## src/hw/rtl/ppap_pkg.sv

```systemverilog
// Shared types and constants for the ping-pong PWM audio player.
package ppap_pkg;

    // Sample store geometry.
    localparam int BANK_BYTES = 512;
    localparam int BANK_AW    = $clog2(BANK_BYTES);
    localparam int MEM_DEPTH  = 2 * BANK_BYTES;
    localparam int MEM_AW     = $clog2(MEM_DEPTH);

    // Field widths.
    localparam int KIND_W     = 2;
    localparam int WIDX_W     = 9;
    localparam int BYTE_W     = 8;
    localparam int DUTY_W     = 9;
    localparam int REMAIN_W   = 10;
    localparam int CFG_IDX_W  = 3;
    localparam int CFG_DATA_W = 10;

    // Word kinds.
    localparam logic [KIND_W-1:0] KIND_TICK  = 2'd0;
    localparam logic [KIND_W-1:0] KIND_WRITE = 2'd1;
    localparam logic [KIND_W-1:0] KIND_START = 2'd2;
    localparam logic [KIND_W-1:0] KIND_ACK   = 2'd3;

    // Configuration register indexes.
    localparam logic [CFG_IDX_W-1:0] CFG_CHANNEL_COUNT   = 3'd0;
    localparam logic [CFG_IDX_W-1:0] CFG_SAMPLE_BYTES    = 3'd1;
    localparam logic [CFG_IDX_W-1:0] CFG_SIGN_FIX        = 3'd2;
    localparam logic [CFG_IDX_W-1:0] CFG_TICK_SKIP       = 3'd3;
    localparam logic [CFG_IDX_W-1:0] CFG_BANK_PLAY_BYTES = 3'd4;

    // Reset values and fixed numbers.
    localparam logic [REMAIN_W-1:0] RESET_PLAY_BYTES = 10'd512;
    localparam logic [DUTY_W-1:0]   DUTY_OFFSET      = 9'd30;

    // Per-word information handed from playback control to the duty stage.
    typedef struct packed {
        logic              updated;
        logic              stereo;
        logic [BYTE_W-1:0] sign_fix;
        logic              empty;
        logic              bank;
    } t_item_info;

endpackage

```

## src/hw/rtl/ppap_play_ctrl.sv

```systemverilog
// Configuration registers, skip divider, play pointer and bank swap control.
module ppap_play_ctrl (
    input  logic                            i_clk,
    input  logic                            i_rst_n,
    input  logic                            i_cfg_we,
    input  logic [ppap_pkg::CFG_IDX_W-1:0]  i_cfg_idx,
    input  logic [ppap_pkg::CFG_DATA_W-1:0] i_cfg_data,
    input  logic                            i_take,
    input  logic [ppap_pkg::KIND_W-1:0]     i_kind,
    input  logic                            i_write_bank,
    input  logic [ppap_pkg::WIDX_W-1:0]     i_write_index,
    input  logic [ppap_pkg::BYTE_W-1:0]     i_write_byte,
    output logic                            o_mem_we,
    output logic [ppap_pkg::MEM_AW-1:0]     o_mem_waddr,
    output logic [ppap_pkg::BYTE_W-1:0]     o_mem_wdata,
    output logic [ppap_pkg::MEM_AW-1:0]     o_rd_addr_l,
    output logic [ppap_pkg::MEM_AW-1:0]     o_rd_addr_r,
    output ppap_pkg::t_item_info            o_info
);
    import ppap_pkg::*;

    localparam logic [BANK_AW:0]   BANK_LIMIT = (BANK_AW + 1)'(BANK_BYTES);
    localparam logic [MEM_AW-1:0]  BANK_BASE  = MEM_AW'(BANK_BYTES);

    // Configuration registers.
    logic [1:0]          r_channel_count;
    logic [1:0]          r_sample_bytes;
    logic [BYTE_W-1:0]   r_sign_fix;
    logic [7:0]          r_tick_skip;
    logic [REMAIN_W-1:0] r_bank_play_bytes;

    // Playback state.
    logic [7:0]          r_skip, n_skip;
    logic [BANK_AW-1:0]  r_pos, n_pos;
    logic [REMAIN_W-1:0] r_rem, n_rem;
    logic                r_bank, n_bank;
    logic                r_empty, n_empty;

    logic [1:0]          size;
    logic                stereo;
    logic [2:0]          stride;
    logic [7:0]          eff_skip;
    logic [7:0]          skip_dec;
    logic                expire;
    logic                last_chunk;
    logic [BANK_AW:0]    right_sum;
    logic [BANK_AW:0]    next_sum;
    logic [BANK_AW-1:0]  right_pos;
    logic [BANK_AW-1:0]  next_pos;
    logic [BANK_AW-1:0]  first_pos;
    logic [MEM_AW-1:0]   play_base;

    // Effective sample format and divider settings.
    assign size     = r_sample_bytes[1] ? 2'd2 : 2'd1;
    assign stereo   = (r_channel_count == 2'd2);
    assign stride   = stereo ? {size, 1'b0} : {1'b0, size};
    assign eff_skip = (r_tick_skip == 8'd0) ? 8'd1 : r_tick_skip;
    assign skip_dec = r_skip - 8'd1;
    assign expire   = (i_kind == KIND_TICK) && (skip_dec == 8'd0);

    // Positions wrap within the playing bank.
    assign right_sum  = {1'b0, r_pos} + (BANK_AW + 1)'(size);
    assign next_sum   = {1'b0, r_pos} + (BANK_AW + 1)'(stride);
    assign right_pos  = (right_sum >= BANK_LIMIT) ? BANK_AW'(right_sum - BANK_LIMIT)
                                                  : BANK_AW'(right_sum);
    assign next_pos   = (next_sum >= BANK_LIMIT) ? BANK_AW'(next_sum - BANK_LIMIT)
                                                 : BANK_AW'(next_sum);
    assign first_pos  = BANK_AW'(size - 2'd1);
    assign last_chunk = (r_rem <= REMAIN_W'(stride));

    // Sample reads for the left and right channels.
    assign play_base   = r_bank ? BANK_BASE : '0;
    assign o_rd_addr_l = play_base + MEM_AW'(r_pos);
    assign o_rd_addr_r = play_base + MEM_AW'(right_pos);

    // Byte writes land in either bank; indexes past the bank end are dropped.
    assign o_mem_we    = i_take && (i_kind == KIND_WRITE) &&
                         (int'(i_write_index) < BANK_BYTES);
    assign o_mem_waddr = (i_write_bank ? BANK_BASE : '0) + MEM_AW'(i_write_index);
    assign o_mem_wdata = i_write_byte;

    // Next playback state for the current word.
    always_comb begin
        n_skip  = r_skip;
        n_pos   = r_pos;
        n_rem   = r_rem;
        n_bank  = r_bank;
        n_empty = r_empty;
        case (i_kind)
            KIND_TICK: begin
                n_skip = skip_dec;
                if (expire) begin
                    n_skip = eff_skip;
                    if (last_chunk) begin
                        n_bank  = ~r_bank;
                        n_pos   = first_pos;
                        n_rem   = r_bank_play_bytes;
                        n_empty = 1'b1;
                    end else begin
                        n_pos = next_pos;
                        n_rem = r_rem - REMAIN_W'(stride);
                    end
                end
            end
            KIND_START: begin
                n_bank  = 1'b0;
                n_pos   = first_pos;
                n_rem   = r_bank_play_bytes;
                n_empty = 1'b0;
            end
            KIND_ACK: begin
                n_empty = 1'b0;
            end
            default: begin
            end
        endcase
    end

    assign o_info.updated  = expire;
    assign o_info.stereo   = stereo;
    assign o_info.sign_fix = r_sign_fix;
    assign o_info.empty    = n_empty;
    assign o_info.bank     = n_bank;

    // Configuration register writes.
    always_ff @(posedge i_clk) begin
        if (!i_rst_n) begin
            r_channel_count   <= 2'd1;
            r_sample_bytes    <= 2'd1;
            r_sign_fix        <= '0;
            r_tick_skip       <= 8'd1;
            r_bank_play_bytes <= RESET_PLAY_BYTES;
        end else if (i_cfg_we) begin
            case (i_cfg_idx)
                CFG_CHANNEL_COUNT:   r_channel_count   <= i_cfg_data[1:0];
                CFG_SAMPLE_BYTES:    r_sample_bytes    <= i_cfg_data[1:0];
                CFG_SIGN_FIX:        r_sign_fix        <= i_cfg_data[BYTE_W-1:0];
                CFG_TICK_SKIP:       r_tick_skip       <= i_cfg_data[7:0];
                CFG_BANK_PLAY_BYTES: r_bank_play_bytes <= i_cfg_data[REMAIN_W-1:0];
                default: begin
                end
            endcase
        end
    end

    // Playback state update on each accepted word.
    always_ff @(posedge i_clk) begin
        if (!i_rst_n) begin
            r_skip  <= 8'd1;
            r_pos   <= '0;
            r_rem   <= RESET_PLAY_BYTES;
            r_bank  <= 1'b0;
            r_empty <= 1'b0;
        end else if (i_take) begin
            r_skip  <= n_skip;
            r_pos   <= n_pos;
            r_rem   <= n_rem;
            r_bank  <= n_bank;
            r_empty <= n_empty;
        end
    end

endmodule

```

## config.mk

```make
export PLATFORM = sky130hd
export DESIGN_NAME = ppap_play_ctrl
export DESIGN_NICKNAME = d
export VERILOG_FILES = /design/src/hw/rtl/ppap_pkg.sv /design/src/hw/rtl/ppap_play_ctrl.sv
export SDC_FILE = /design/constraint.sdc
export NUM_CORES = 1
export LEC_CHECK = 0
export ABC_AREA = 1
export BUFFER_PORTS_ARGS = -buffer_cell sky130_fd_sc_hd__buf_2
export CAP_MARGIN = 30
export CORE_ASPECT_RATIO = 0.75
export CORE_UTILIZATION = 54
export CTS_BUF_LIST = sky130_fd_sc_hd__clkbuf_16
export DETAILED_ROUTE_END_ITERATION = 8
export PLACE_DENSITY = 0.81
export REMOVE_ABC_BUFFERS = 1
export SLEW_MARGIN = 20
export SYNTH_ARGS = -nofsm -noshare
export SYNTH_HDL_FRONTEND = slang
export SYNTH_SLANG_ARGS = --single-unit
```

## constraint.sdc

```tcl
create_clock -name i_clk -period 3.6 [get_ports i_clk]
set_input_delay 0.72 -clock i_clk [delete_from_list [all_inputs] [get_ports i_clk]]
set_output_delay 0.72 -clock i_clk [all_outputs]
set_load 0.05 [all_outputs]
```

**Word-level counts from Yosys, hierarchy flattened**

Index checks and enable logic that the tools add are counted.

- Add/sub/neg operators: 10
- Reduce and logical (&&, ||, !) cells: 15
- Bitwise logic cells: 1
- Magnitude comparators: 3
- Muxes and demuxes: 20
- Equal/unequal tests: 9

Operator list:

| operator | number |
|---|---|
| 10-bit 2-to-1 mux | 4 |
| 9-bit 2-to-1 mux | 4 |
| 10-bit by 9-bit adder with 10-bit output | 3 |
| 10-bit greater-or-equal comparator (second input constant) | 2 |
| 10-bit case mux with 2 select lines | 1 |
| 9-bit case mux with 2 select lines | 1 |
| 9-bit by 1-bit subtractor with 9-bit output (second input constant) | 2 |
| 8-bit zero test | 2 |
| 8-bit 2-to-1 mux | 2 |
| 2-bit AND reduction | 6 |
| 9-bit by 2-bit adder with 10-bit output | 1 |
| 9-bit by 3-bit adder with 10-bit output | 1 |
| 10-bit by 3-bit less-or-equal comparator with 1-bit output | 1 |
| 10-bit by 3-bit subtractor with 10-bit output | 1 |
| 8-bit by 1-bit subtractor with 8-bit output (second input constant) | 1 |
| 2-bit == test (second input constant) | 3 |
| 3-bit by 2-bit == test with 1-bit output (second input constant) | 2 |
| 1-bit 2-to-1 mux | 4 |
| 1-bit case mux with 2 select lines | 2 |
| 3-bit by 1-bit == test with 1-bit output (second input constant) | 1 |
| 3-bit == test (second input constant) | 1 |
| 3-bit zero test | 1 |
| 3-bit 2-to-1 mux | 1 |
| 3-bit AND reduction | 1 |
| other kinds (9) | 10 |

- Register bits: 59
- Logic and storage cells: 68
- Output and inout bits: 51
- Input port bits: 37

**Logic depth before layout (Yosys ltp)**

- Word-level depth: 8
- Mapped depth: 18
- Gate-level depth less buffers: 18

**Worst setup path before layout**

OpenSTA, ideal clock, no wires.

- Path type: register -> output
- From: register r_pos[0]
- To: output port o_rd_addr_r[6] (netlist bit)
- Slack: 0.347 ns
- Stages on the path, launching flop included: 7
- Arrival time: 2.533 ns
- Buffers on the path: 0
- Required time: 2.880 ns
- Cell sequence: dfxtp_1 ha_1 inv_1 fa_1 nor3_1 nand2_1 xor2_1

- Cells in the longest elaborated chain, start to end: 4

RTL lines:

| element | RTL line | text |
|---|---|---|
| from (decl) | ppap_play_ctrl.sv:34 | `logic [BANK_AW-1:0] r_pos, n_pos;` |
| from (signal assigned) | ppap_play_ctrl.sv:156 | `r_pos <= n_pos;` |
| 9-bit by 2-bit adder with 10-bit output * | ppap_play_ctrl.sv:62 | `assign right_sum = {1'b0, r_pos} + (BANK_AW + 1)'(size);` |
| 9-bit by 1-bit subtractor with 9-bit output or 10-bit greater-or-equal comparator (tied branches) | ppap_play_ctrl.sv:64 | `assign right_pos = (right_sum >= BANK_LIMIT) ? BANK_AW'(right_sum - BANK_LIMIT)` |
| 9-bit 2-to-1 mux * | ppap_play_ctrl.sv:64 |  |
| 10-bit by 9-bit adder with 10-bit output * | ppap_play_ctrl.sv:74 | `assign o_rd_addr_r = play_base + MEM_AW'(right_pos);` |
| to (decl) | ppap_play_ctrl.sv:17 | `output logic [ppap_pkg::MEM_AW-1:0] o_rd_addr_r,` |

Every way passes the cells marked *; elsewhere a longest branch is shown, timed or not.

==> metrics.md <==
| Metric | Value |
|---|---|
| Outcome | `complete, no violations` |
| Chip height | `73.14 um` |
| End of the critical path | `o_info[0]` |
| Final hold vios | `0` |
| RSZ-0062 raised after global routing | `false` |
| Reg2reg end | `r_rem[1]` |
| FP Rows | `25` |
| CP startpoint kind | `register` |
| Initial DRC count | `213` |
| CP Depth | `14` |
| Cells after synthesis | `545` |
| Multi-input logic area | `0.001992 sq mm` |
| WP data required | `2880 ps` |
| Final Cycle Share | `92.89%` |
| CP max FO | `5` |
| Worst-margin pin slew | `815.3 ps` |
| Syn Std Cell Area | `0.003643 sq mm` |
| Arr. time, crit path | `2620 ps` |
| CP Buf/Inv Count | `4` |
| Global-route layer with the greatest usage | `met2` |
| Worst-Skew Late Latency | `340 ps` |
| Vias | `3,558` |
| Vias per cell | `5.399` |
| Met1 GRT Util | `34.86%` |
| Crit. Startpoint | `r_sample_bytes[1]` |
| R2R depth | `16` |
| Synth area leader | `dfxtp_1` |
| Yosys Warn Count | `0` |
| Final count of pins violating max slew | `0` |
| Met3 global-route usage | `9.195%` |
| Count of buffers from port buffering | `51` |
| Initial core utilization | `56.82%` |
| Layout cells sized above 1 | `16.78%` |
| GRT Resource Usage Total | `27.23%` |
| Total grt overflow | `0` |
| Max_slew headroom | `45.64%` |
| Clock root cell | `clkbuf_16` |
| FF-to-FF Start | `r_sample_bytes[1]` |
| Post-route cell area | `0.004124 sq mm` |
| TritonCTS clock tree | `yes` |
| Seq cells post-synth | `58` |
| Post-detail-place hpwl | `6705 um` |
| Ranking of synthesized cells by area | `dfxtp_1, nand2_1, nor2_1` |
| # setup viols final | `0` |
| Crit path kind | `register to primary output` |
| Die area | `0.007083 sq mm` |
| Post-Route WL | `9328 um` |
| Initial antenna violation count | `0` |
| Max-cap viol count | `0` |
| Slowest cell on the critical path | `dfxtp_1` |
| Seq/Total Area, Yosys | `31.87%` |
| Number of flops mapped to enable cells by yosys | `0` |
| Area Overhead vs Synth | `13.19%` |
| Worst path most repeated cell | `nand2_1` |
| Yosys cell types | `34` |
| Minimum clock period | `3344 ps` |
| Top-area cell type share of the netlist area | `31.87%` |
| Hold slack | `461.3 ps` |
| Crit-path leading delay family | `adder cells` |
| Number of global-route vias before repair | `3,209` |
| Pin count of the biggest net entering global routing | `50` |
| Placeable Area | `0.006412 sq mm` |
| Worst-path clk slew | `60 ps` |
| VDD IR max | `0.3238 mV` |
| RD Place Congestion | `0.9446` |
| Commonest cells in the netlist | `nand2_1, nor2_1, inv_1` |
| Slowest stage delay, CP | `390 ps` |
| Pwr/cell area | `485.4 mW/mm^2` |
| DP Worst Slack | `233.8 ps` |
| DRT Pass-1 Iters | `4` |
| Number of CTS-inserted buffers | `9` |
| H-tree levels | `3` |
| Most frequent cell after synthesis | `nand2_1` |
| Final cell utilization of the core | `64.31%` |
| Ys flop type | `dfxtp_1` |
| Die width | `96.85 um` |
| Antenna Violating Nets Remaining | `0` |
| Crit-path cells | `inv_1 > ha_4 > inv_1 > fa_2 > nand2_1 > nand2_1 > o21ai_2 > nand3b_1 > nand2_1 > nand3_1 > nand2_1 > nand2_1 > inv_1 > clkbuf_4` |
| Clock Skew | `6.876 ps` |
| Sink Count | `58` |
| Syn Area/Cell | `6.685 sq um` |
| Remaining DRCs | `0` |
| Reg-to-reg slack, setup | `730 ps` |
| F_max | `299.0 MHz` |
| Diode count | `0` |
| Area post-placement | `0.003761 sq mm` |
| First-pass GRT wire length | `15,270 um` |
| Placed Cells incl. Taps | `642` |
| Met2 GRT Util | `44.21%` |
| Area taken by flip-flops and latches | `0.001161 sq mm` |
| Final worst slack | `255.8 ps` |
| Worst setup EP type | `primary output` |
| Ys async rst share | `0%` |
| CTS Buffer Depth | `2` |
| Filler cell count | `568` |
| Layout Nets | `625` |
| HP Class | `register to register` |
| Cell Count, Final, Fillers Out | `659` |
| Routed wire length per instance | `14.15 um` |
| LEAKAGE | `1.971 nW` |
| # IOs | `88` |
| HP Start | `r_bank_play_bytes[8]` |
## stage by stage
stage	total power, W	setup TNS (ps)
after floorplan	0.0009616	-178.7
after global placement	0.001047	0
after detailed placement	0.001057	0
after CTS	0.001999	0
after global routing	0.002079	0
final	0.002002	0
## tightest hold or removal path, cell delays in order, from the launching register on
cell and delay (ps):
dfxtp_1 290, inv_1 60, a21oi_1 60
## cell type report
cell class	instances	share of cell area, %
clock buffers	9	5.461
clock inverters	7	2.458
inverters	69	6.311
multi-input cells	381	48.30
flip-flops and latches	58	28.16
well taps	81	2.458
repair buffers	54	6.857
## sequential cells by signal (all words and copies together), names as in the netlist
name / count
r_bank: 1
r_bank_play_bytes: 10
r_channel_count: 2
r_empty: 1
r_pos: 9
r_rem: 10
r_sample_bytes: 1
r_sign_fix: 8
r_skip: 8
r_tick_skip: 8
## placed cells by master, fill, tap and decap left out, types with 4 or more instances in the layout
cell	n
a21oi_1	24
a31oi_1	4
buf_2	49
buf_4	4
clkbuf_16	9
dfxtp_1	58
ha_1	11
inv_1	63
nand2_1	114
nand2_2	6
nand3_1	38
nand3b_1	6
nand4_1	7
nor2_1	82
nor2_2	4
nor2_4	4
nor3_1	10
o21ai_0	41
xor2_1	12
## worst min path at each step
stage                                 endpoint  depth (start not counted)
final                     r_bank_play_bytes[8]                          2
after CTS                 r_bank_play_bytes[8]                          2
after floorplan           r_bank_play_bytes[7]                          2
after global routing      r_bank_play_bytes[8]                          2
after detailed placement  r_bank_play_bytes[8]                          2
after global placement      r_channel_count[1]                          2
## where the power goes
| group | total [W] | leakage (nW) | switching (W) | internal (W) |
|---|---|---|---|---|
| Sequential | 0.000696 | 0.473 | 0.0000246 | 0.000671 |
| Combinational | 0.000359 | 1.35 | 0.000244 | 0.000115 |
| Clock | 0.000947 | 0.153 | 0.000336 | 0.000611 |
| Total | 0.00200 | 1.97 | 0.000605 | 0.00140 |
## metal layers
layer	vias to the layer above	wire (um)
met5	-	0
met1	1623	4316
met3	9	807
li1	1773	-
met4	0	68
met2	153	4135
## cell families (layout without fill, tap and decap cells)
kind of cell | count (synthesis) | in the layout | share of synthesized area, %
fa+ha+maj | 15 | 15 | 5.769
flops | 58 | 58 | 31.87
compound gates | 74 | 74 | 10.58
xor+xnor | 15 | 15 | 3.606
simple gates | 277 | 277 | 34.07
buf+inv | 106 | 139 | 14.11
## repair_timing
| item | 4_1_cts | 5_1_grt |
|---|---|---|
| hold buffers | 0 | 0 |
| gates resized for setup | 2 | 6 |
| setup buffers | 1 | 0 |
| endpoints found under the setup margin | 2 | 2 |
| endpoints found under the hold margin | 0 | 0 |
| pin swaps | 1 | 0 |
Power figures use the tool's default switching activity.
