`src/hw/rtl/ppap_pkg.sv`:
```
// Shared types and constants for the ping-pong PWM audio player.
package ppap_pkg;

    // Sample store geometry.
    localparam int BANK_BYTES = 512;
    localparam int BANK_AW    = $clog2(BANK_BYTES);
    localparam int MEM_DEPTH  = 2 * BANK_BYTES;
    localparam int MEM_AW     = $clog2(MEM_DEPTH);

    // Field widths.
    localparam int KIND_W     = 2;
    localparam int WIDX_W     = 9;
    localparam int BYTE_W     = 8;
    localparam int DUTY_W     = 9;
    localparam int REMAIN_W   = 10;
    localparam int CFG_IDX_W  = 3;
    localparam int CFG_DATA_W = 10;

    // Word kinds.
    localparam logic [KIND_W-1:0] KIND_TICK  = 2'd0;
    localparam logic [KIND_W-1:0] KIND_WRITE = 2'd1;
    localparam logic [KIND_W-1:0] KIND_START = 2'd2;
    localparam logic [KIND_W-1:0] KIND_ACK   = 2'd3;

    // Configuration register indexes.
    localparam logic [CFG_IDX_W-1:0] CFG_CHANNEL_COUNT   = 3'd0;
    localparam logic [CFG_IDX_W-1:0] CFG_SAMPLE_BYTES    = 3'd1;
    localparam logic [CFG_IDX_W-1:0] CFG_SIGN_FIX        = 3'd2;
    localparam logic [CFG_IDX_W-1:0] CFG_TICK_SKIP       = 3'd3;
    localparam logic [CFG_IDX_W-1:0] CFG_BANK_PLAY_BYTES = 3'd4;

    // Reset values and fixed numbers.
    localparam logic [REMAIN_W-1:0] RESET_PLAY_BYTES = 10'd512;
    localparam logic [DUTY_W-1:0]   DUTY_OFFSET      = 9'd30;

    // Per-word information handed from playback control to the duty stage.
    typedef struct packed {
        logic              updated;
        logic              stereo;
        logic [BYTE_W-1:0] sign_fix;
        logic              empty;
        logic              bank;
    } t_item_info;

endpackage

```
`src/hw/rtl/ppap_duty_stage.sv`:
```
// Duty computation from the read sample bytes, duty registers and result register.
module ppap_duty_stage (
    input  logic                        i_clk,
    input  logic                        i_rst_n,
    input  logic                        i_take,
    input  ppap_pkg::t_item_info        i_info,
    input  logic [ppap_pkg::BYTE_W-1:0] i_left_byte,
    input  logic [ppap_pkg::BYTE_W-1:0] i_right_byte,
    input  logic                        i_out_ready,
    output logic                        o_in_ready,
    output logic                        o_out_valid,
    output logic [ppap_pkg::DUTY_W-1:0] o_left_duty,
    output logic [ppap_pkg::DUTY_W-1:0] o_right_duty,
    output logic                        o_duty_updated,
    output logic                        o_bank_empty,
    output logic                        o_active_bank
);
    import ppap_pkg::*;

    logic              r_s1_valid;
    t_item_info        r_s1;
    logic [DUTY_W-1:0] r_left_duty;
    logic [DUTY_W-1:0] r_right_duty;
    logic              r_out_valid;
    logic [DUTY_W-1:0] r_out_left;
    logic [DUTY_W-1:0] r_out_right;
    logic              r_out_updated;
    logic              r_out_empty;
    logic              r_out_bank;

    logic              advance;
    logic [DUTY_W-1:0] left_new;
    logic [DUTY_W-1:0] right_new;
    logic [DUTY_W-1:0] n_left_duty;
    logic [DUTY_W-1:0] n_right_duty;

    // The result register moves when empty or taken; the read stage refills behind it.
    assign advance    = !r_out_valid || i_out_ready;
    assign o_in_ready = advance || !r_s1_valid;

    // New duties: sign fix, then the fixed offset; mono copies the left duty.
    assign left_new     = DUTY_OFFSET + DUTY_W'(i_left_byte ^ r_s1.sign_fix);
    assign right_new    = r_s1.stereo ? DUTY_OFFSET + DUTY_W'(i_right_byte ^ r_s1.sign_fix)
                                      : left_new;
    assign n_left_duty  = r_s1.updated ? left_new : r_left_duty;
    assign n_right_duty = r_s1.updated ? right_new : r_right_duty;

    // Read stage: holds the word whose sample bytes are coming out of the store.
    always_ff @(posedge i_clk) begin
        if (!i_rst_n) begin
            r_s1_valid <= 1'b0;
        end else if (i_take) begin
            r_s1_valid <= 1'b1;
        end else if (advance) begin
            r_s1_valid <= 1'b0;
        end
    end

    always_ff @(posedge i_clk) begin
        if (i_take) begin
            r_s1 <= i_info;
        end
    end

    // Duty registers keep the last played sample.
    always_ff @(posedge i_clk) begin
        if (!i_rst_n) begin
            r_left_duty  <= '0;
            r_right_duty <= '0;
        end else if (advance && r_s1_valid) begin
            r_left_duty  <= n_left_duty;
            r_right_duty <= n_right_duty;
        end
    end

    // Result register.
    always_ff @(posedge i_clk) begin
        if (!i_rst_n) begin
            r_out_valid <= 1'b0;
        end else if (advance) begin
            r_out_valid <= r_s1_valid;
        end
    end

    always_ff @(posedge i_clk) begin
        if (advance && r_s1_valid) begin
            r_out_left    <= n_left_duty;
            r_out_right   <= n_right_duty;
            r_out_updated <= r_s1.updated;
            r_out_empty   <= r_s1.empty;
            r_out_bank    <= r_s1.bank;
        end
    end

    assign o_out_valid    = r_out_valid;
    assign o_left_duty    = r_out_left;
    assign o_right_duty   = r_out_right;
    assign o_duty_updated = r_out_updated;
    assign o_bank_empty   = r_out_empty;
    assign o_active_bank  = r_out_bank;

endmodule

```
`config.mk`:
```
export PLATFORM = sky130hd
export DESIGN_NAME = ppap_duty_stage
export DESIGN_NICKNAME = d
export VERILOG_FILES = /design/src/hw/rtl/ppap_pkg.sv /design/src/hw/rtl/ppap_duty_stage.sv
export SDC_FILE = /design/constraint.sdc
export NUM_CORES = 1
export LEC_CHECK = 0
export ABC_AREA = 1
export BUFFER_PORTS_ARGS = -buffer_cell sky130_fd_sc_hd__clkbuf_2
export CAP_MARGIN = 10
export CELL_PAD_IN_SITES_DETAIL_PLACEMENT = 1
export CELL_PAD_IN_SITES_GLOBAL_PLACEMENT = 1
export CORE_ASPECT_RATIO = 2
export CORE_MARGIN = 3
export CORE_UTILIZATION = 40
export DETAILED_ROUTE_END_ITERATION = 10
export GPL_TIMING_DRIVEN = 0
export PLACE_DENSITY_LB_ADDON = 0.1
export SLEW_MARGIN = 0
export SYNTH_ARGS = -nofsm -noshare
export SYNTH_HDL_FRONTEND = slang
export SYNTH_SLANG_ARGS = --single-unit
```
`constraint.sdc`:
```
create_clock -name i_clk -period 2 [get_ports i_clk]
set_input_delay 0.1 -clock i_clk [delete_from_list [all_inputs] [get_ports i_clk]]
set_output_delay 0.1 -clock i_clk [all_outputs]
set_load 0.02 [all_outputs]
```
* After elaboration in Yosys (flattened, before gate mapping)
Cells that the tools add are included.
** Word-level totals
- Word-level logic and storage cells :: 29
- Input bits :: 32
- Bits in registers :: 53
- Output and inout bits :: 23
** Cells by class
- Multiplexer cells :: 5
- Add/subtract/negate cells :: 2
- Bitwise operators :: 2
- Reduce and logical (&&, ||, !) cells :: 6
** Operator list (count)
- $mux W9 :: 3
- $add A5 B8 Y9 const A :: 2
- $xor A8 B8 Y8 :: 2
- $logic_not A1 Y1 :: 2
- $logic_or A1 B1 Y1 :: 2
- $mux W1 :: 2
- $reduce_bool A2 Y1 :: 1
- $logic_and A1 B1 Y1 :: 1

* Logic depth before layout (Yosys ltp)
Gate-level depths: netlist of the first run.
- Depth after elaboration :: 4
- Depth in mapped cells :: 14
- Gate-level depth less buffers :: 14

* Worst setup path before layout of the first run
Ideal clock, no wire load.
- Kind :: register to register
- Start :: register r_s1[3] (netlist bit)
- End :: register r_out_right[7], in the netlist o_right_duty[7], data pin
- Setup slack :: 447 ps
- Period minus slack after synthesis :: 1553 ps
- Stages on the path, launching flop included :: 12
- Arrival time :: 1300 ps
- Path through :: edfxtp_1 -> inv_1 -> nand2_1 -> nand2_1 -> ha_1 -> inv_1 -> nor2_1 -> nand2_1 -> nand3_1 -> nand3_1 -> nand3_2 -> nand2_1
** On the way
- Longest elaborated chain between the ends :: 4
- Elaborated cells on any way between the ends :: 6
- Classes of those cells :: add/sub (2); mux (2); bitwise (2)
** RTL lines
- start, declared :: RTL line ppap_duty_stage.sv:21 : t_item_info r_s1;
- start signal, assigned :: RTL line ppap_duty_stage.sv:61 : r_s1 <= i_info;
- $xor A8 B8 Y8 (on tied branches) :: RTL line ppap_duty_stage.sv:42, ppap_duty_stage.sv:43
- $add A5 B8 Y9 (on tied branches) :: RTL line ppap_duty_stage.sv:42, ppap_duty_stage.sv:43
- $mux W9 * :: RTL line ppap_duty_stage.sv:43 : assign right_new = r_s1.stereo ? DUTY_OFFSET + DUTY_W'(i_right_byte ^ r_s1.sign_fix)
- $mux W9 * :: RTL line ppap_duty_stage.sv:46 : assign n_right_duty = r_s1.updated ? right_new : r_right_duty;
- net n_right_duty[7] :: RTL line ppap_duty_stage.sv:35 : logic [DUTY_W-1:0] n_right_duty;
- end signal, assigned :: RTL line ppap_duty_stage.sv:88 : r_out_right <= n_right_duty;
- end, declared :: RTL line ppap_duty_stage.sv:26 : logic [DUTY_W-1:0] r_out_right;
Mark *: on every way through the listed nets, which the timed path passes. The rest lies on a longest branch.
A chain may end at the register's enable or synchronous reset.

* Worst setup path in the final report of the first run
- Start :: register r_s1[3] (netlist bit)
- End :: register r_out_right[5], in the netlist o_right_duty[5], data pin
Same word-level chain as after synthesis.

==> reports/qor.yml, run 1 <==
p_leak_nw: 1.51
async_reset_ff_frac: 0
cts_sinks: 53
cp.required_ps: 2040
crit_chain: "inv_1 -> nand2_1 -> nand2_1 -> ha_1 -> nand3_2 -> nand2_1 -> nand2_1 -> nand2_1 -> nand2_1 -> nand2_1 -> o21ai_0"
hold_viol_final: 0
synth-edff-count: 33
synth.area.top_cells: "edfxtp_1, dfxtp_1, nand2_1, inv_1, nand3_1"
crit_path_start_kind: "register"
arrival_ps: 1820
first_pass_iters: 4
startpoint: "r_s1[3]"
status: "finished, final reports clean"
netlist_top_cells_count: "nand2_1, inv_1, edfxtp_1"
syn-instance-count: 287
final-setup-viol-count: 0
synth_top_area_share: 0.395
grt_pass1_vias: 2245
diodes: 0
clk_pin_slew_worst_paths_ps: 60
place_congestion: 0.829
fmax_mhz: 561
crit_end: "o_right_duty[5]"
io_pins: 55
fin_skew_ps: 5.18
antenna_left: 0
reg2reg_to: "o_right_duty[5]"
htreeDepth: 2
grt_max_degree: 31
timing.final.crit_share: 0.891
fp.coreArea_mm2: 0.00606
seq_area_frac_synth: 0.554
power_mw: 2.65
synth.distinct_cells: 28
clk_latency_ps: 290
fp.dieW_um: 62.0
final_nets: 394
rows: 40
clockBufferDepth: 2
vias_per_cell: 4.77
synth_top_area_cell: "edfxtp_1"
crit_path_max_incr_delay_ps: 410
grt_usage: 0.183
numCtsBuffers: 5
dieArea_mm2: 0.00732
drt_iter0_drc: 67
period_minus_slack_ps: 1780
power.density_mw_per_mm2: 839
worst_slew_pin_slew_ps: 636
yosys.cell_count.top_type: "nand2_1"
initial_core_util: 0.415
syn_avg_cell_area_um2: 8.75
drc: 0
yosysWarnings: 0
path_class: "register to register"
synth_top_flop_cell: "edfxtp_1"
syn_nets: 321
syn_area_mm2: 0.00251
root_buffer: "clkbuf_16"
rsz0062_at_grt: "false"
area_growth_pct: 25.8
grt_pass1_wl_um: 10200
max_slew_margin: 0.576
overflow: 0
r2r_start: "r_s1[3]"
cpMaxStageDelayCell: "edfxtp_1"
wl_per_cell_um: 13.1
seq_area_mm2: 0.00139
drive_gt1_frac: 0.224
port_buffers: 54
cts_tree: "done"
grt_antenna_before_repair: 0
holdCritPathClass: "input pin to register"
post_cts_buffers: 0
hpwlAfterDp_um: 4460
cap_viol_max_count: 0
worst-path-max-fanout: 5
cpMostUsedCell: "nand2_1"
die_y_um: 118
fillers: 746
maxSlewViolCount: 0
synth_seq_cells: 53
r2r_setup_slack_ps: 220
crit_path_end_kind: "register"
fin_tns_setup_ps: 0
ir_worst_vdd_uv: 869
vias: 2122
multi_input_area_um2: 901
wirelength_um: 5820
rr_worst_depth: 11
==> state kept, by name, summed over array words and instances, names as in the netlist <==
name and count:
r_left_duty 9, o_bank_empty 1, o_right_duty 9, r_right_duty 9
o_duty_updated 1, r_s1 12, o_active_bank 1, r_s1_valid 1
o_left_duty 9, o_out_valid 1
==> repair_timing <==
action | 4_1_cts | 5_1_grt
endpoints found under the hold margin | 12 | 0
gates resized for setup | 0 | 2
hold buffers | 12 | 0
setup endpoints to repair | 0 | 4
==> through the flow <==
step	setup WS, ps	cell area, um^2	instances	hold slack (ps)	utilization
after floorplan	447	2510	287	199	-
after global placement	210	2890	425	277	0.477
after detailed placement	146	2890	425	279	0.477
after CTS	143	3150	445	101	0.521
after global routing	11.9	3160	445	126	0.521
final	219	3160	445	106	0.521
==> layer usage <==
metal | GRT usage | part of all wire
met2 | 0.319 | 0.56
met5 | 0 | 0
met3 | 0.0351 | 0.034
met1 | 0.206 | 0.39
met4 | 0.0677 | 0.021
==> final cells by class <==
| type | count | area share |
|---|---|---|
| Timing Repair Buffer | 66 | 0.124 |
| Clock buffer | 8 | 0.0464 |
| Sequential cell | 53 | 0.441 |
| Inverter | 49 | 0.0582 |
| Multi-Input combinational cell | 177 | 0.285 |
| Buffer | 8 | 0.0127 |
| Tap cell | 84 | 0.0333 |
==> worst max-delay path, delay by kind of cell (launching register included) <==
family | cells | cell delay, ps
DFF | 1 | 410
AOI/OAI and AO/OA | 1 | 80
buffers and inverters | 1 | 90
and+or+nand+nor | 8 | 690
adders and majority gates | 1 | 260
==> report_power, final <==
part	internal, mW	leakage (nW)	total (mW)	switching, mW
sequential	1.26	0.482	1.29	0.0326
combinational	0.180	0.952	0.496	0.315
clock	0.500	0.0712	0.864	0.364
total	1.94	1.51	2.65	0.712
==> cells by family after synthesis <==
family | Yosys count | synth area share
flops | 53 | 0.554
xor+xnor | 11 | 0.0414
compound gates | 46 | 0.0977
simple gates | 118 | 0.208
buf+inv | 57 | 0.0892
fa+ha+maj | 2 | 0.00996
==> placed cells by master (no fill, tap or decap), drive strengths merged <==
cell          n
nand3        26
o21ai        28
o211ai        3
clkbuf       64
ha            2
o22ai         1
inv          49
xor2          4
nand2        67
or2           3
nand4         3
a21oi        13
nor2         19
buf           6
a211oi        1
dlygate4sd3  12
dfxtp        20
edfxtp       33
xnor2         7
==> how the worst min path moves through the flow <==
stage / from / to / slack, ps / cells after the start
after floorplan: i_info[0] / r_s1[0] / 200 / 0
after global placement: i_info[8] / r_s1[8] / 280 / 1
after detailed placement: i_info[2] / r_s1[2] / 280 / 1
after CTS: i_rst_n / r_left_duty[7] / 100 / 3
after global routing: i_rst_n / r_left_duty[7] / 130 / 3
final: i_rst_n / r_left_duty[7] / 110 / 3
(Power assumes the default switching activity.)
==> inputs of run 2 (changes only) <==
- ABC_AREA: 1 -> not set
- CORE_MARGIN: 3 -> not set
- CORE_UTILIZATION: 40 -> 42
==> reports/qor.yml, run 2 <==
grt_pass1_wl_um: 8910
maxSlewViolCount: 0
synth_top_flop_cell: "edfxtp_1"
async_reset_ff_frac: 0
rr_worst_depth: 7
rows: 39
gr-usage-met1: 0.173
grt_usage: 0.196
die_y_um: 110
synth_seq_cells: 53
cp.required_ps: 2050
fp.dieW_um: 56.1
worstSetupPathDepth: 7
status: "complete, but fails checks"
period_minus_slack_ps: 2030
cap_viol_max_count: 0
area_growth_pct: 31.5
seq_area_frac_synth: 0.566
p_leak_nw: 1.30
fin_tns_setup_ps: -45.1
hpwlAfterDp_um: 4230
first_pass_iters: 4
dp_cells: 324
rsz0062_at_grt: "true"
worst_slew_pin_slew_ps: 551
violations: "setup timing"
syn_avg_cell_area_um2: 11.8
top_register: "r_s1"
timing.final.crit_share: 1.02
vias_per_cell: 5.35
power_mw: 2.75
final-setup-viol-count: 3
clk_latency_ps: 300
grt_antenna_before_repair: 0
worst-path-max-fanout: 3
cpLargestDelayFamily: "compound AO/OA/AOI/OAI gates"
drive_gt1_frac: 0.341
port_buffers: 54
numCtsBuffers: 5
grt_max_degree: 31
wl_per_cell_um: 17.5
syn_area_mm2: 0.00246
use_met3: 0.0385
fin_ws_ps: -30.4
drc: 0
grt_pass1_vias: 1908
io_pins: 55
path_class: "register to register"
crit_buf_inv: 1
dpl-instance-area_mm2: 0.00282
fp.coreArea_mm2: 0.00566
ir_worst_vdd_uv: 829
hold_viol_final: 0
layoutNonFillerInstCount: 348
fin_skew_ps: 6.49
largest_reg_flops: 12
synth-edff-count: 33
fillers: 611
max_slew_margin: 0.633
grt.busiest_layer: "met2"
arrival_ps: 2080
clockBufferDepth: 2
holdCritPathClass: "input pin to register"
syn-instance-count: 209
mostFrequentLayoutCell: "clkbuf_2"
synth.distinct_cells: 38
initial_core_util: 0.434
root_buffer: "clkbuf_16"
final_nets: 320
overflow: 0
wirelength_um: 6080
place_congestion: 0.860
cts_tree: "done"
dieArea_mm2: 0.00618
synth_top_area_share: 0.403
antenna_left: 0
layout_common_cells: "clkbuf_2, edfxtp_1, dfxtp_1, mux2i_1"
vias: 1861
fmax_mhz: 493
crit_chain: "xnor2_2 -> ha_2 -> inv_2 -> o31a_1 -> nor3_4 -> o21a_1 -> o31ai_2"
synth.area.top_cells: "edfxtp_1, dfxtp_1, xnor2_1, mux2i_1, a21oi_1"
power.density_mw_per_mm2: 851
cts_sinks: 53
synth_top_area_cell: "edfxtp_1"
clk_pin_slew_worst_paths_ps: 70
design_area_mm2: 0.00323
cpMaxStageDelayCell: "edfxtp_1"
use_met2: 0.399
htreeDepth: 2
netlist_top_cells_count: "edfxtp_1, xnor2_1, dfxtp_1"
yosysWarnings: 0
crit_path_max_incr_delay_ps: 500
drt_iter0_drc: 25
crit_path_start_kind: "register"
crit_path_end_kind: "register"
yosys.cell_count.top_type: "edfxtp_1"
diodes: 0
hold_path_depth: 3
syn_nets: 243
-- run 2: routing by layer --
metal  vias to the layer above  wire, um
met5                         -         0
met4                         0       131
met3                         8       180
met2                        45      3700
met1                       903      2070
li1                        905         -
-- run 2: stage by stage --
| stage | hold WS [ps] | util | setup WS [ps] |
|---|---|---|---|
| CTS | 149 | 0.557 | -42.4 |
| detailed placement | 279 | 0.498 | -249 |
| global placement | 276 | 0.498 | -161 |
| finish | 148 | 0.571 | -30.4 |
| global route | 178 | 0.571 | -120 |
| floorplan | 199 | - | 48.3 |
-- run 2: power breakdown --
part	internal, mW	switching, mW	leakage (nW)
sequential	1.26	0.0417	0.480
combinational	0.265	0.344	0.752
clock	0.460	0.385	0.0712
-- run 2: path summary, 6_finish.rpt --
| kind | startpoint | end | slack (ps) |
|---|---|---|---|
| worst max-delay path | r_s1[3] | o_right_duty[5] | -30 |
| worst min-delay path | i_rst_n | r_right_duty[5] | 150 |
| worst max register to register | r_s1[3] | o_right_duty[5] | -30 |
| worst min register to register | r_s1[0] | o_active_bank | 430 |
-- run 2: repair_timing --
| action | CTS | global route |
|---|---|---|
| gates resized for setup | 10 | 11 |
| hold buffers | 12 | 0 |
| hold endpoints to repair | 12 | 0 |
| buffers inserted | 2 | 2 |
| endpoints found under the setup margin | 7 | 7 |
| pin swaps | 4 | 9 |
-- run 2: logic make-up after synthesis --
kind of cell	count (synthesis)	synth area share
xor+xnor	28	0.0997
fa+ha+maj	2	0.0102
flops	53	0.566
mux	22	0.0921
compound gates	39	0.106
simple gates	47	0.0947
buf+inv	18	0.0310
-- run 2: worst min-delay path, delay by kind of cell --
kind                   cells  cell delay (ps)
AO/OA/AOI/OAI              1               80
buffers and inverters      1              120
AND/OR/NAND/NOR            1              100
-- run 2: final cells by class --
type,count,area (um^2),share of cell area
clock buffers,5,125,0.0387
flip-flops and latches,53,1390,0.430
multi-input cells,138,1120,0.348
well taps,61,76.3,0.0236
repair buffers,70,420,0.130
plain buffers,10,48.8,0.0151
inverters,8,30.0,0.00929
clock inverters,3,17.5,0.00542
